File: config.mk
export PLATFORM = sky130hd
export DESIGN_NAME = bsr_queue
export DESIGN_NICKNAME = d
export VERILOG_FILES = /design/src/hdl/bsr_pkg.sv /design/src/hdl/bsr_queue.sv
export SDC_FILE = /design/constraint.sdc
export NUM_CORES = 1
export LEC_CHECK = 0
export BUFFER_PORTS_ARGS = -buffer_cell sky130_fd_sc_hd__clkbuf_2
export CORE_MARGIN = 2
export CORE_UTILIZATION = 52
export DETAILED_ROUTE_END_ITERATION = 8
export PLACE_DENSITY = 0.79
export SLEW_MARGIN = 20
export SYNTH_ARGS = -nofsm -noshare
export SYNTH_HDL_FRONTEND = slang
export SYNTH_SLANG_ARGS = --single-unit
File: constraint.sdc
create_clock -name clk -period 6.91 [get_ports clk]
set_clock_uncertainty 0.05 [all_clocks]
set_input_delay 0.691 -clock clk [delete_from_list [all_inputs] [get_ports clk]]
set_output_delay 0.691 -clock clk [all_outputs]
set_load 0.02 [all_outputs]
File: src/hdl/bsr_pkg.sv
// ----------------------------------------------------------------------------
// Byte stream reassembler package
// Shared widths, operation codes, the request record that passes from the
// front end to the back end, and the back end state type.
// ----------------------------------------------------------------------------
package bsr_pkg;

  localparam int POS_W  = 48;
  localparam int BYTE_W = 8;
  localparam int PEND_W = 11;

  typedef enum logic [1:0] {
    OP_STORE = 2'd0,
    OP_END   = 2'd1,
    OP_READ  = 2'd2,
    OP_NONE  = 2'd3
  } op_t;

  typedef struct packed {
    op_t               op;
    logic [POS_W-1:0]  pos;
    logic [BYTE_W-1:0] data;
    logic              sets_end;
    logic [POS_W-1:0]  end_val;
  } cmd_t;

  typedef struct packed {
    logic valid;
    cmd_t cmd;
  } q_head_t;

  typedef enum logic [2:0] {
    ST_CLEAR,
    ST_IDLE,
    ST_FETCH,
    ST_EXEC,
    ST_DONE
  } state_t;

endpackage

File: src/hdl/bsr_queue.sv
// ----------------------------------------------------------------------------
// Byte stream reassembler request queue
// Two-entry queue that decouples the front end from the back end.
// ----------------------------------------------------------------------------
module bsr_queue (
  input  logic             clk,
  input  logic             rst_n,
  input  logic             push,
  input  bsr_pkg::cmd_t    push_cmd,
  output logic             full,
  input  logic             pop,
  output bsr_pkg::q_head_t head
);
  import bsr_pkg::*;

  cmd_t       entries_r [2];
  logic       wr_ptr_r, wr_ptr_nxt;
  logic       rd_ptr_r, rd_ptr_nxt;
  logic [1:0] cnt_r, cnt_nxt;

  assign full       = (cnt_r == 2'd2);
  assign head.valid = (cnt_r != 2'd0);
  assign head.cmd   = entries_r[rd_ptr_r];

  always_comb begin
    wr_ptr_nxt = push ? ~wr_ptr_r : wr_ptr_r;
    rd_ptr_nxt = pop ? ~rd_ptr_r : rd_ptr_r;
    cnt_nxt    = cnt_r + {1'b0, push} - {1'b0, pop};
  end

  always_ff @(posedge clk) begin
    if (!rst_n) begin
      wr_ptr_r <= 1'b0;
      rd_ptr_r <= 1'b0;
      cnt_r    <= 2'd0;
    end else begin
      wr_ptr_r <= wr_ptr_nxt;
      rd_ptr_r <= rd_ptr_nxt;
      cnt_r    <= cnt_nxt;
    end
  end

  always_ff @(posedge clk) begin
    if (push) begin
      entries_r[wr_ptr_r] <= push_cmd;
    end
  end

endmodule

# Word level (Yosys, flattened, before mapping)
# Memory sizes are Yosys's and may differ from the RTL's. A register that Yosys moved wholly into a read port is not among the register bits.
# Cells that the tools add are included.
# totals
register_bits	4
out_inout_bits	109
input_bits	111
mem_count	1
ram_bits	214
# mem_list
memory	words	width	read_ports	rd_clocked_by_memory_dff	write_ports	line	text
entries_r	2	107	1	1	1	bsr_queue.sv:16	cmd_t entries_r [2];
# op_classes
bitwise	2
eq_ne	1
n_reduce_logical	1
add_sub_neg	2
mux	4
# ops
operator	count
two-way mux 1 bit	4
adder 2 x 1 -> 2 bit	1
== test 2 bit (second input constant)	1
NOT 1 bit	2
nonzero test 2 bit	1
subtractor 2 x 1 -> 2 bit	1

# Logic depth before layout (Yosys ltp)
# logic_depth
word_depth	3
ltp_mapped	6
ltp_nobuf	6

# Worst setup path after synthesis
# Ideal clock, no wire load.
# synth_timing
path_kind	input -> register
startpoint	in push
endpoint	mem entries_r[0][0] (netlist name), enable pin
required_time_ns	6.273
setup_ns	0.587
t_arrival_ns	5.373
path_slack_ns	0.900
path_stages	1
path_cell_list	nor2b_1
# synth_between
elab_chain_cells	2
# synth_rtl
element	line	text
from (decl)	bsr_queue.sv:8	input logic push,
two-way mux 1 bit	bsr_queue.sv:44	if (push) begin
two-way mux 1 bit (not written as such)	bsr_queue.sv:45	entries_r[wr_ptr_r] <= push_cmd;
to (decl)	bsr_queue.sv:16	
# Every way passes these cells.

==> results.yml <==
outcome:
  status: "complete, no violations"
synth:
  yosysMostFrequentCell: "edfxtp_1"
  synth_seq_cells: 219
  synth_common_cells: "214 x edfxtp_1, 77 x mux2_2, 30 x mux2_4, 7 x buf_2"
  synth-warning-count: 0
  ys.flop_type: "edfxtp_1"
  synth_edf_count: 214
  async_flop_share: 0
  yosys.area.top_type: "edfxtp_1"
  postSynthAreaPerCell_sq_um: 22.8
  ys_top_cells_by_area: "edfxtp_1 80%, mux2_2 11%, mux2_4 5.6%"
  ys_seq_area_frac: 0.809
  synth_cell_types: 14
  synth.top_cell.area_share: 0.797
  syn_area_sq_um: 8060
  syn_nets: 467
  syn_inst: 354
clocking:
  hold_buffers: 0
  clock_sinks: 219
  cts-resized-gates: 0
  cts_tree: "built"
  insertion_delay_ns: 0.49
  path_clk_slew_ns: 0.06
  htreeDepth: 1
  post_cts_buffers: 0
  cts_inserted_buffers: 23
  clk_path_buf_depth: 3
  root_buffer: "clkbuf_16"
floorplanning:
  rows: 45
  start_util: 0.530
  fp.dieH_microns: 129
  pin_count: 220
  core_sq_um: 15200
  chipWidth_microns: 129
  dieArea_sq_um: 16500
power:
  cellLeakagePower_uw: 0.00397
  internal_power_uw: 2530
  switching_share: 0.216
  clkPwrFrac: 0.405
  power_density_nw_per_um2: 317
  power_frac_comb: 0.109
  ir_worst_vdd_mv: 0.239
  power.switching_uw: 695
  seq_power_share: 0.486
timing:
  setup_viol: 0
  max_freq_mhz: 290
  rsz0062_at_grt: "false"
  timing.final.ws_setup_ns: 3.47
  slew_headroom: 0.413
  holdWs_ns: 0.330
  tns_ns: 0
  finalHoldViolCount: 0
  max_slew.worst_pin.slew_ns: 0.881
  fin_crit_sh: 0.498
  period_needed_ns: 3.44
  slew_violations: 0
layout:
  synthToLayoutAreaGrowth_pct: 26.0
  nNetsFinal: 703
  fin_cells: 794
  fillers: 1008
  drive_above_1_share: 0.606
  diodes: 0
placed_design:
  dpl_worst_slack_ns: 3.94
  routabilityCongestion: 0.751
  port_buffers: 219
  placed_cells: 753
  dpl.hpwl_microns: 9680
global_route:
  gr-total-overflow: 0
  grt_pass1_vias: 4257
  grt_max_degree: 64
  grt_pass1_wl_microns: 21400
  grt_antenna_before_repair: 0
  grt_usage: 0.169
job:
  cap_viol_max_count: 0
worst_setup_path:
  worst_setup_path_start_kind: "register"
  crit_type: "reg2out"
  critPathMaxFanout: 59
  cp-end-kind: "primary output"
  worstPathArrival_ns: 2.70
  required_ns: 6.17
route:
  post_drt_wl_per_cell_microns: 18.0
  drt_wl_total_microns: 14300
  first_iter_violations: 243
  postRouteAntennaNets: 0
  drtPass1Iterations: 4
  route.detailed.drc: 0
  vias: 4093
  vias_per_cell: 5.15
hold_path:
  min_path_type: "in2reg"
## metal layers
layer,vias to the layer above,wire (microns),global-route usage,share of wire
li1,1882,-,-,-
met1,1982,5400,0.199,0.38
met2,197,7080,0.286,0.49
met3,32,1440,0.0674,0.10
met4,0,392,0.0575,0.027
met5,-,0,0,0
## cell families after synthesis
group           count (synthesis)  synth area share
mux                           107             0.163
xor+xnor                        2           0.00388
fa+ha+maj                       2           0.00310
compound gates                  1          0.000931
buf+inv                        14            0.0123
simple gates                    9           0.00698
flops                         219             0.809
## cell type report
class | instances | area, sq um | area share
clock inverters | 13 | 221 | 0.0218
inverters | 2 | 7.51 | 0.000739
clock buffers | 28 | 594 | 0.0585
well taps | 188 | 235 | 0.0231
multi-input cells | 121 | 1450 | 0.142
flip-flops and latches | 219 | 6530 | 0.643
repair buffers | 223 | 1130 | 0.111
## critical path, stage by stage (launching register included)
cell,delay (ns)
dfxtp_4,0.77
buf_4,0.80
mux2_2,0.42
clkbuf_2,0.16
## sequential cells by signal, summed over array words and instances (netlist names), named ones only
signal and cells:
rd_ptr_r 1, wr_ptr_r 1, entries_r 214, cnt_r 2
## power groups by stage
| stage | combinational (uW) | clock, uW | sequential (uW) |
|---|---|---|---|
| global route | 378 | 1380 | 1570 |
| global placement | 348 | 0 | 1590 |
| floorplan | 245 | 0 | 1580 |
| detailed placement | 356 | 0 | 1600 |
| finish | 352 | 1300 | 1570 |
| CTS | 357 | 1330 | 1570 |
## metrics by stage
stage          cell area (sq um)  utilization  total power [uW]
6_report                   10200        0.668              3220
5_1_grt                    10200        0.668              3340
4_1_cts                    10200        0.668              3260
3_5_place_dp                9350        0.615              1950
3_3_place_gp                9350        0.615              1940
2_1_floorplan               8060            -              1830
## layout by cell type (no fill, tap or decap), drive strengths merged, types with 2 or more instances in the layout
| master | synthesis | routed |
|---|---|---|
| and2 | 4 | 4 |
| buf | 12 | 4 |
| bufinv | 0 | 6 |
| clkbuf | 0 | 247 |
| clkinv | 0 | 5 |
| dfxtp | 5 | 5 |
| edfxtp | 214 | 214 |
| ha | 2 | 2 |
| inv | 2 | 4 |
| mux2 | 107 | 107 |
| nor2b | 4 | 4 |
## worst paths after layout
check | startpoint | endpoint | slack, ns | cells after the start
max | register | head[75] | 3.47 | 3
min | push_cmd[55] | entries_r[0][55]$_DFFE_PP_ | 0.33 | 1
max reg2reg | wr_ptr_r$_SDFFE_PN0P_ | entries_r[1][75]$_DFFE_PP_ | 4.66 | 2
min reg2reg | rd_ptr_r$_SDFFE_PN0P_ | rd_ptr_r$_SDFFE_PN0P_ | 0.53 | 2
(Power assumes the default switching activity.)
