===== src/hdl/bsr_pkg.sv =====
// ----------------------------------------------------------------------------
// Byte stream reassembler package
// Shared widths, operation codes, the request record that passes from the
// front end to the back end, and the back end state type.
// ----------------------------------------------------------------------------
package bsr_pkg;

  localparam int POS_W  = 48;
  localparam int BYTE_W = 8;
  localparam int PEND_W = 11;

  typedef enum logic [1:0] {
    OP_STORE = 2'd0,
    OP_END   = 2'd1,
    OP_READ  = 2'd2,
    OP_NONE  = 2'd3
  } op_t;

  typedef struct packed {
    op_t               op;
    logic [POS_W-1:0]  pos;
    logic [BYTE_W-1:0] data;
    logic              sets_end;
    logic [POS_W-1:0]  end_val;
  } cmd_t;

  typedef struct packed {
    logic valid;
    cmd_t cmd;
  } q_head_t;

  typedef enum logic [2:0] {
    ST_CLEAR,
    ST_IDLE,
    ST_FETCH,
    ST_EXEC,
    ST_DONE
  } state_t;

endpackage


===== src/hdl/bsr_front.sv =====
// ----------------------------------------------------------------------------
// Byte stream reassembler front end
// Accepts requests, decodes the operation and works out the end index that a
// request would set, then hands the decoded request to the queue.
// ----------------------------------------------------------------------------
module bsr_front (
  input  logic                      in_valid,
  output logic                      in_stall,
  input  logic [1:0]                in_operation,
  input  logic [bsr_pkg::POS_W-1:0] in_stream_index,
  input  logic [bsr_pkg::BYTE_W-1:0] in_data_byte,
  input  logic                      in_is_last_byte,
  input  logic                      q_full,
  input  logic                      clearing,
  output logic                      push,
  output bsr_pkg::cmd_t             push_cmd
);
  import bsr_pkg::*;

  op_t op;

  assign op       = op_t'(in_operation);
  assign in_stall = q_full | clearing;
  assign push     = in_valid & ~in_stall;

  always_comb begin
    push_cmd.op   = op;
    push_cmd.pos  = in_stream_index;
    push_cmd.data = in_data_byte;
    unique case (op)
      OP_STORE: begin
        push_cmd.sets_end = in_is_last_byte;
        push_cmd.end_val  = in_stream_index + POS_W'(1);
      end
      OP_END: begin
        push_cmd.sets_end = 1'b1;
        push_cmd.end_val  = in_stream_index;
      end
      default: begin
        push_cmd.sets_end = 1'b0;
        push_cmd.end_val  = in_stream_index;
      end
    endcase
  end

endmodule


===== config.mk =====
export PLATFORM = sky130hd
export DESIGN_NAME = bsr_front
export DESIGN_NICKNAME = d
export VERILOG_FILES = /design/src/hdl/bsr_pkg.sv /design/src/hdl/bsr_front.sv
export SDC_FILE = /design/constraint.sdc
export NUM_CORES = 1
export LEC_CHECK = 0
export BUFFER_PORTS_ARGS = -buffer_cell sky130_fd_sc_hd__buf_2
export CORE_MARGIN = 5
export CORE_UTILIZATION = 35
export DETAILED_ROUTE_END_ITERATION = 10
export PLACE_DENSITY = 0.85
export SKIP_LAST_GASP = 1
export SLEW_MARGIN = 20
export SYNTH_ARGS = -nofsm -noshare
export SYNTH_HDL_FRONTEND = slang
export SYNTH_SLANG_ARGS = --single-unit

===== constraint.sdc =====
create_clock -name vclk -period 3.1
set_input_delay 0.62 -clock vclk [all_inputs]
set_output_delay 0.62 -clock vclk [all_outputs]
set_load 0.005 [all_outputs]

# [Word level (Yosys, flattened, before mapping)]
# Cells that the tools add are included.
[word_totals] ff_bits=0 in_bits=62
[classes] addsub=1 n_eq_ne=1 mux=1 bitwise_logic=3 n_reduce_logical=1
[op_table] operator="49-bit one-hot mux with 2 select lines" count=1
[op_table] operator="48-bit by 1-bit adder with 48-bit output, second input constant" count=1
[op_table] operator="2-bit by 1-bit equality test with 1-bit output, second input constant" count=1
[op_table] operator="2-bit logical NOT" count=1
[op_table] operator="1-bit bitwise AND" count=1
[op_table] operator="1-bit inverter" count=1
[op_table] operator="1-bit bitwise OR" count=1

# [Logic depth before layout (Yosys ltp)]
# Gate-level depths: netlist (run 1).
[depth] ltp_word=3 mapped_depth=6 mapped_depth_nobuf=5

# [Least setup slack after synthesis (run 1)]
# OpenSTA, ideal clock, no wires.
[synth_timing] kind="input to output" from="input port in_stream_index[15] in the netlist's numbering" to="output port push_cmd[47] in the netlist's numbering" arrival_time_ns=2.291 required_ns=2.480 setup_slack_ns=0.189 cell_stages=6 path_cell_list="nand4_2 or4_4 buf_6 or4_4 nor3_2 xor2_1"
[synth_rtl] element="start, declared" line_no="bsr_front.sv:10" rtl="input logic [bsr_pkg::POS_W-1:0] in_stream_index,"
[synth_rtl] element="end, declared" line_no="bsr_front.sv:16" rtl="output bsr_pkg::cmd_t push_cmd"

==> metrics.csv, run 1 <==
stage,metric,value,unit
run_status,status,"finished, final reports clean",
routing,firstDrtPassIters,4,
cells_and_area,regArea,0,sq um
synth,synthCells,202,
timing,worst_slew_margin_rel,0.665,
floorplanning,dieWidth,73.9,um
synth,syn_nets,265,
power_and_ir_drop,peakVddDrop,0.0558,mV
placed_design,dp_hpwl,4290,um
routing,ant_nets,0,
power_and_ir_drop,power_density,102,mW/mm^2
worst_setup_path,worstPathCellList,buf_2 -> nand4_2 -> or4_4 -> or4_4 -> nor3_4 -> xor2_1 -> buf_2,
worst_setup_path,crit_cells,7,
routing,drcViolationCount,0,
timing,worst_hold_slack,1.24,ns
timing,setup_viol,0,
floorplanning,initial_utilization,0.360,
cells_and_area,seq_cell_count,0,
synth,yosysWarnings,0,
timing,max_freq,330,MHz
worst_setup_path,cp_data_arrival_time,2.41,ns
floorplanning,io_pins,171,
global_route,first_global_vias,1613,
floorplanning,coreArea,0.00397,sq mm
global_route,antenna_found_initial,0,
floorplanning,die_area,0.00546,sq mm
worst_setup_path,worstSetupPathType,in -> out,
synth,syn_area,0.00143,sq mm
cells_and_area,fillers,405,
timing,period_needed,3.03,ns
run,drv_cap,0,
clock_tree,hold_buffers,0,
timing,slew_violations,0,
placed_design,numPortBuffers,155,
routing,dr.first_iter.drc_count,19,
global_route,grt-ovfl-total,0,
worst_setup_path,crit_family,simple AND/OR/NAND/NOR gates,
timing,worst_pin_slew,0.498,ns
global_route,grt_usage,0.147,
routing,vias_per_cell,4.80,
floorplanning,chipHeight,73.9,um
cells_and_area,clkbuf_count,0,
synth,synth.distinct_cells,24,
synth,ys_seq_area_frac,0,
worst_hold_path,hold_path_depth,0,
cells_and_area,fin_nets,374,
routing,wire_per_inst,13.1,um
cells_and_area,antenna_cells,0,
worst_setup_path,worst_ep_required_time,2.48,ns
clock_tree,post_cts_buffers,0,
worst_setup_path,worst_setup_path_start_kind,primary input,
floorplanning,rows,23,
placed_design,placed_area,0.00190,sq mm
global_route,grt_max_degree,11,
cells_and_area,drive_gt1_frac,0.592,
global_route,grt_pass1_wl,6690,um
routing,wl,4700,um
worst_setup_path,cp_slowest_cell,or4_4,
placed_design,place.gp.congestion,0.776,
cells_and_area,stdcell_area,0.00192,sq mm
cells_and_area,final_cell_mix,"155 x buf_2, 37 x xnor2_1, 20 x nand3_1",
worst_hold_path,hold_path.class,in -> out,
worst_setup_path,end_kind,output pin,
synth,syn_area_per_cell,7.08,sq um
clock_tree,ctsResizeCount,0,
cells_and_area,syn_to_final_growth,34.2,%
timing,rsz0062_at_grt,true,
worst_setup_path,slowest_delay,0.57,ns
worst_setup_path,cp_max_fo,3,
timing,hold_viol,0,
timing,fin_crit_sh,0.976,
routing,vias,1724,
cells_and_area,final_common_cell,buf_2,
worst_setup_path,worst-path-buf-inv,2,
power_and_ir_drop,leakage,1.01,nW
==> metrics by stage <==
stage	instances	total power, W	utilization	TNS [ns]	setup slack (ns)
floorplan	202	0.000111	-	0	0.189
CTS	359	0.000200	0.480	0	0.0643
global placement	359	0.000195	0.480	0	0.0632
detailed placement	359	0.000199	0.480	0	0.0651
finish	359	0.000196	0.483	0	0.0730
global route	359	0.000216	0.483	-0.00251	-0.00251
==> synth_stat cells, types with 2 or more instances <==
cell type | instances | share of area
and3_2 | 4 | 0.021
nor3_1 | 2 | 0.0070
nand2_1 | 17 | 0.045
and3_1 | 3 | 0.013
or4_4 | 2 | 0.016
nand3_1 | 20 | 0.070
buf_4 | 58 | 0.30
and4_2 | 3 | 0.021
nor4_4 | 2 | 0.030
nor4_1 | 2 | 0.0087
nand4_1 | 15 | 0.066
xor2_1 | 10 | 0.061
xnor2_1 | 37 | 0.23
nor2_1 | 14 | 0.037
inv_1 | 4 | 0.010
==> power by group <==
part / leakage [nW] / total (W) / internal [W] / switching [W]
clock network: 0 / 0 / 0 / 0
registers: 0 / 0 / 0 / 0
logic: 1.01 / 0.000196 / 0.000101 / 0.0000958
==> routing by layer <==
layer	vias to the layer above	wire, um	track usage
li1	852	-	-
met4	0	44	0.0221
met1	763	1660	0.154
met5	-	0	0
met2	103	2430	0.307
met3	6	559	0.0205
==> final timing paths <==
kind / start / to / slack (ns)
setup / recovery: in_stream_index[15] / push_cmd[47] / 0.07
hold / removal: in_data_byte[4] / push_cmd[53] / 1.24
==> cell families (layout without fill, tap and decap cells) <==
logic type               after synthesis  count (layout)  share of synthesized area
buffers and inverters                 63             170                      0.323
AND/OR/NAND/NOR                       90              90                      0.373
XOR/XNOR                              47              47                      0.288
multiplexers                           1               1                    0.00787
adder cells (fa/ha/maj)                1               1                    0.00875
==> area by class of cell <==
type	count	area [sq um]	area share
tap	50	62.6	0.0326
inverter	4	15.0	0.00782
multi-input combinational	139	980	0.510
timing repair buffer	166	862	0.449
Note: power is estimated with default switching activity, not from simulation.
==> run 2, diff against run 1 <==
==> constraint.sdc (replaced) <==
create_clock -name vclk -period 3.1
set_input_delay 0.62 -clock vclk [all_inputs]
set_output_delay 0.62 -clock vclk [all_outputs]
set_load 0.1 [all_outputs]
==> metrics.csv, run 2 (synthesis gave the netlist of run 1 again) <==
stage,metric,value,unit
power_and_ir_drop,leakage,1.63,nW
routing,firstDrtPassIters,4,
timing,period_needed,3.11,ns
routing,vias_per_cell,4.96,
floorplanning,chipHeight,73.9,um
global_route,grt-ovfl-total,0,
global_route,grt_max_degree,11,
cells_and_area,drive_gt1_frac,0.778,
global_route,antenna_found_initial,0,
cells_and_area,instances_no_fill,383,
worst_setup_path,end_kind,output pin,
timing,hold_viol,0,
timing,fin_ws,-0.0122,ns
worst_setup_path,worstSetupPathType,in -> out,
timing,slew_violations,0,
floorplanning,rows,23,
worst_setup_path,worst_ep_required_time,2.48,ns
routing,drcViolationCount,0,
power_and_ir_drop,power_density,266,mW/mm^2
cells_and_area,antenna_cells,0,
timing,max_freq,321,MHz
worst_setup_path,worst_setup_path_start_kind,primary input,
floorplanning,io_pins,171,
power_and_ir_drop,peakVddDrop,0.251,mV
routing,dr.first_iter.drc_count,51,
worst_hold_path,hold_path.class,in -> out,
timing,worst_hold_slack,1.24,ns
run,drv_cap,0,
cells_and_area,fin_nets,398,
cells_and_area,clkbuf_count,0,
global_route,grt_pass1_wl,9320,um
placed_design,dp_hpwl,5620,um
placed_design,numPortBuffers,155,
timing,rsz0062_at_grt,true,
routing,vias,1898,
cells_and_area,seq_cell_count,0,
run_status,violations,negative setup slack,
floorplanning,coreArea,0.00397,sq mm
clock_tree,hold_buffers,0,
routing,ant_nets,0,
cells_and_area,final_cell_mix,"109 x buf_2, 38 x buf_12, 33 x buf_4",
routing,wire_per_inst,16.7,um
worst_setup_path,cp_max_fo,5,
cells_and_area,syn_to_final_growth,135,%
floorplanning,dieWidth,73.9,um
placed_design,place_ws,-0.0637,ns
timing,setup_viol,1,
timing,worst_slew_margin_rel,0.667,
placed_design,place.gp.congestion,0.821,
global_route,first_global_vias,1961,
floorplanning,initial_utilization,0.360,
run_status,status,"complete, but fails checks",
cells_and_area,regArea,0,sq um
cells_and_area,final_common_cell,buf_2,
placed_design,dp_cells,379,
global_route,grt_usage,0.212,
floorplanning,die_area,0.00546,sq mm
routing,wl,6400,um
worst_setup_path,cp_data_arrival_time,2.49,ns
timing,fin_crit_sh,1.00,
timing,worst_pin_slew,0.502,ns
[run 2: changes by cell type in the layout (fill, tap and decap cells not counted), sizes merged]
cell and delta:
buf +24
[run 2: repair_timing]
action                                  4_1_cts  5_1_grt
gates cloned                                  0        1
resized for setup                             1       18
endpoints found under the setup margin        3       14
pin swaps                                     2        4
buffers inserted                              0        3
hold endpoints to repair                      0        0
[run 2: stage by stage]
step	total power [W]	cell area, sq um	setup TNS (ns)	utilization
after global routing	0.000914	3360	-0.496	0.847
after CTS	0.000886	3260	-0.0639	0.820
after floorplan	0.000709	2060	-1.00	-
after global placement	0.000875	3250	0	0.819
final	0.000893	3360	-0.0122	0.847
after detailed placement	0.000885	3250	-0.151	0.819
[run 2: layer usage]
| metal | up-vias | part of all wire | global-route usage |
|---|---|---|---|
| li1 | 896 | - | - |
| met5 | - | 0 | 0 |
| met2 | 114 | 0.60 | 0.469 |
| met4 | 0 | 0.018 | 0.0221 |
| met3 | 12 | 0.091 | 0.0315 |
| met1 | 876 | 0.29 | 0.201 |
[run 2: final timing paths]
| kind | end | cells after the start | startpoint |
|---|---|---|---|
| worst max-delay path | push_cmd[42] | 9 | in_stream_index[23] |
| worst min-delay path | push_cmd[49] | 0 | in_data_byte[0] |
[run 2: where the power goes]
group          internal, W  leakage (nW)  switching (W)
Clock                    0             0              0
Sequential               0             0              0
Combinational     0.000232          1.63       0.000662
[run 2: critical path, cell delays in order]
cell and delay, ns:
buf_6 0.07, inv_1 0.04, or4_4 0.55, buf_6 0.15, nor4_4 0.17, buf_6 0.16, nand4_1 0.25, xnor2_4 0.28
buf_12 0.20
[run 2: area by class of cell]
| cell class | instances | area [sq um] |
|---|---|---|
| repair buffers | 190 | 1670 |
| multi-input cells | 139 | 1620 |
| well taps | 50 | 62.6 |
| fillers | 205 | 609 |
| inverters | 4 | 15.0 |
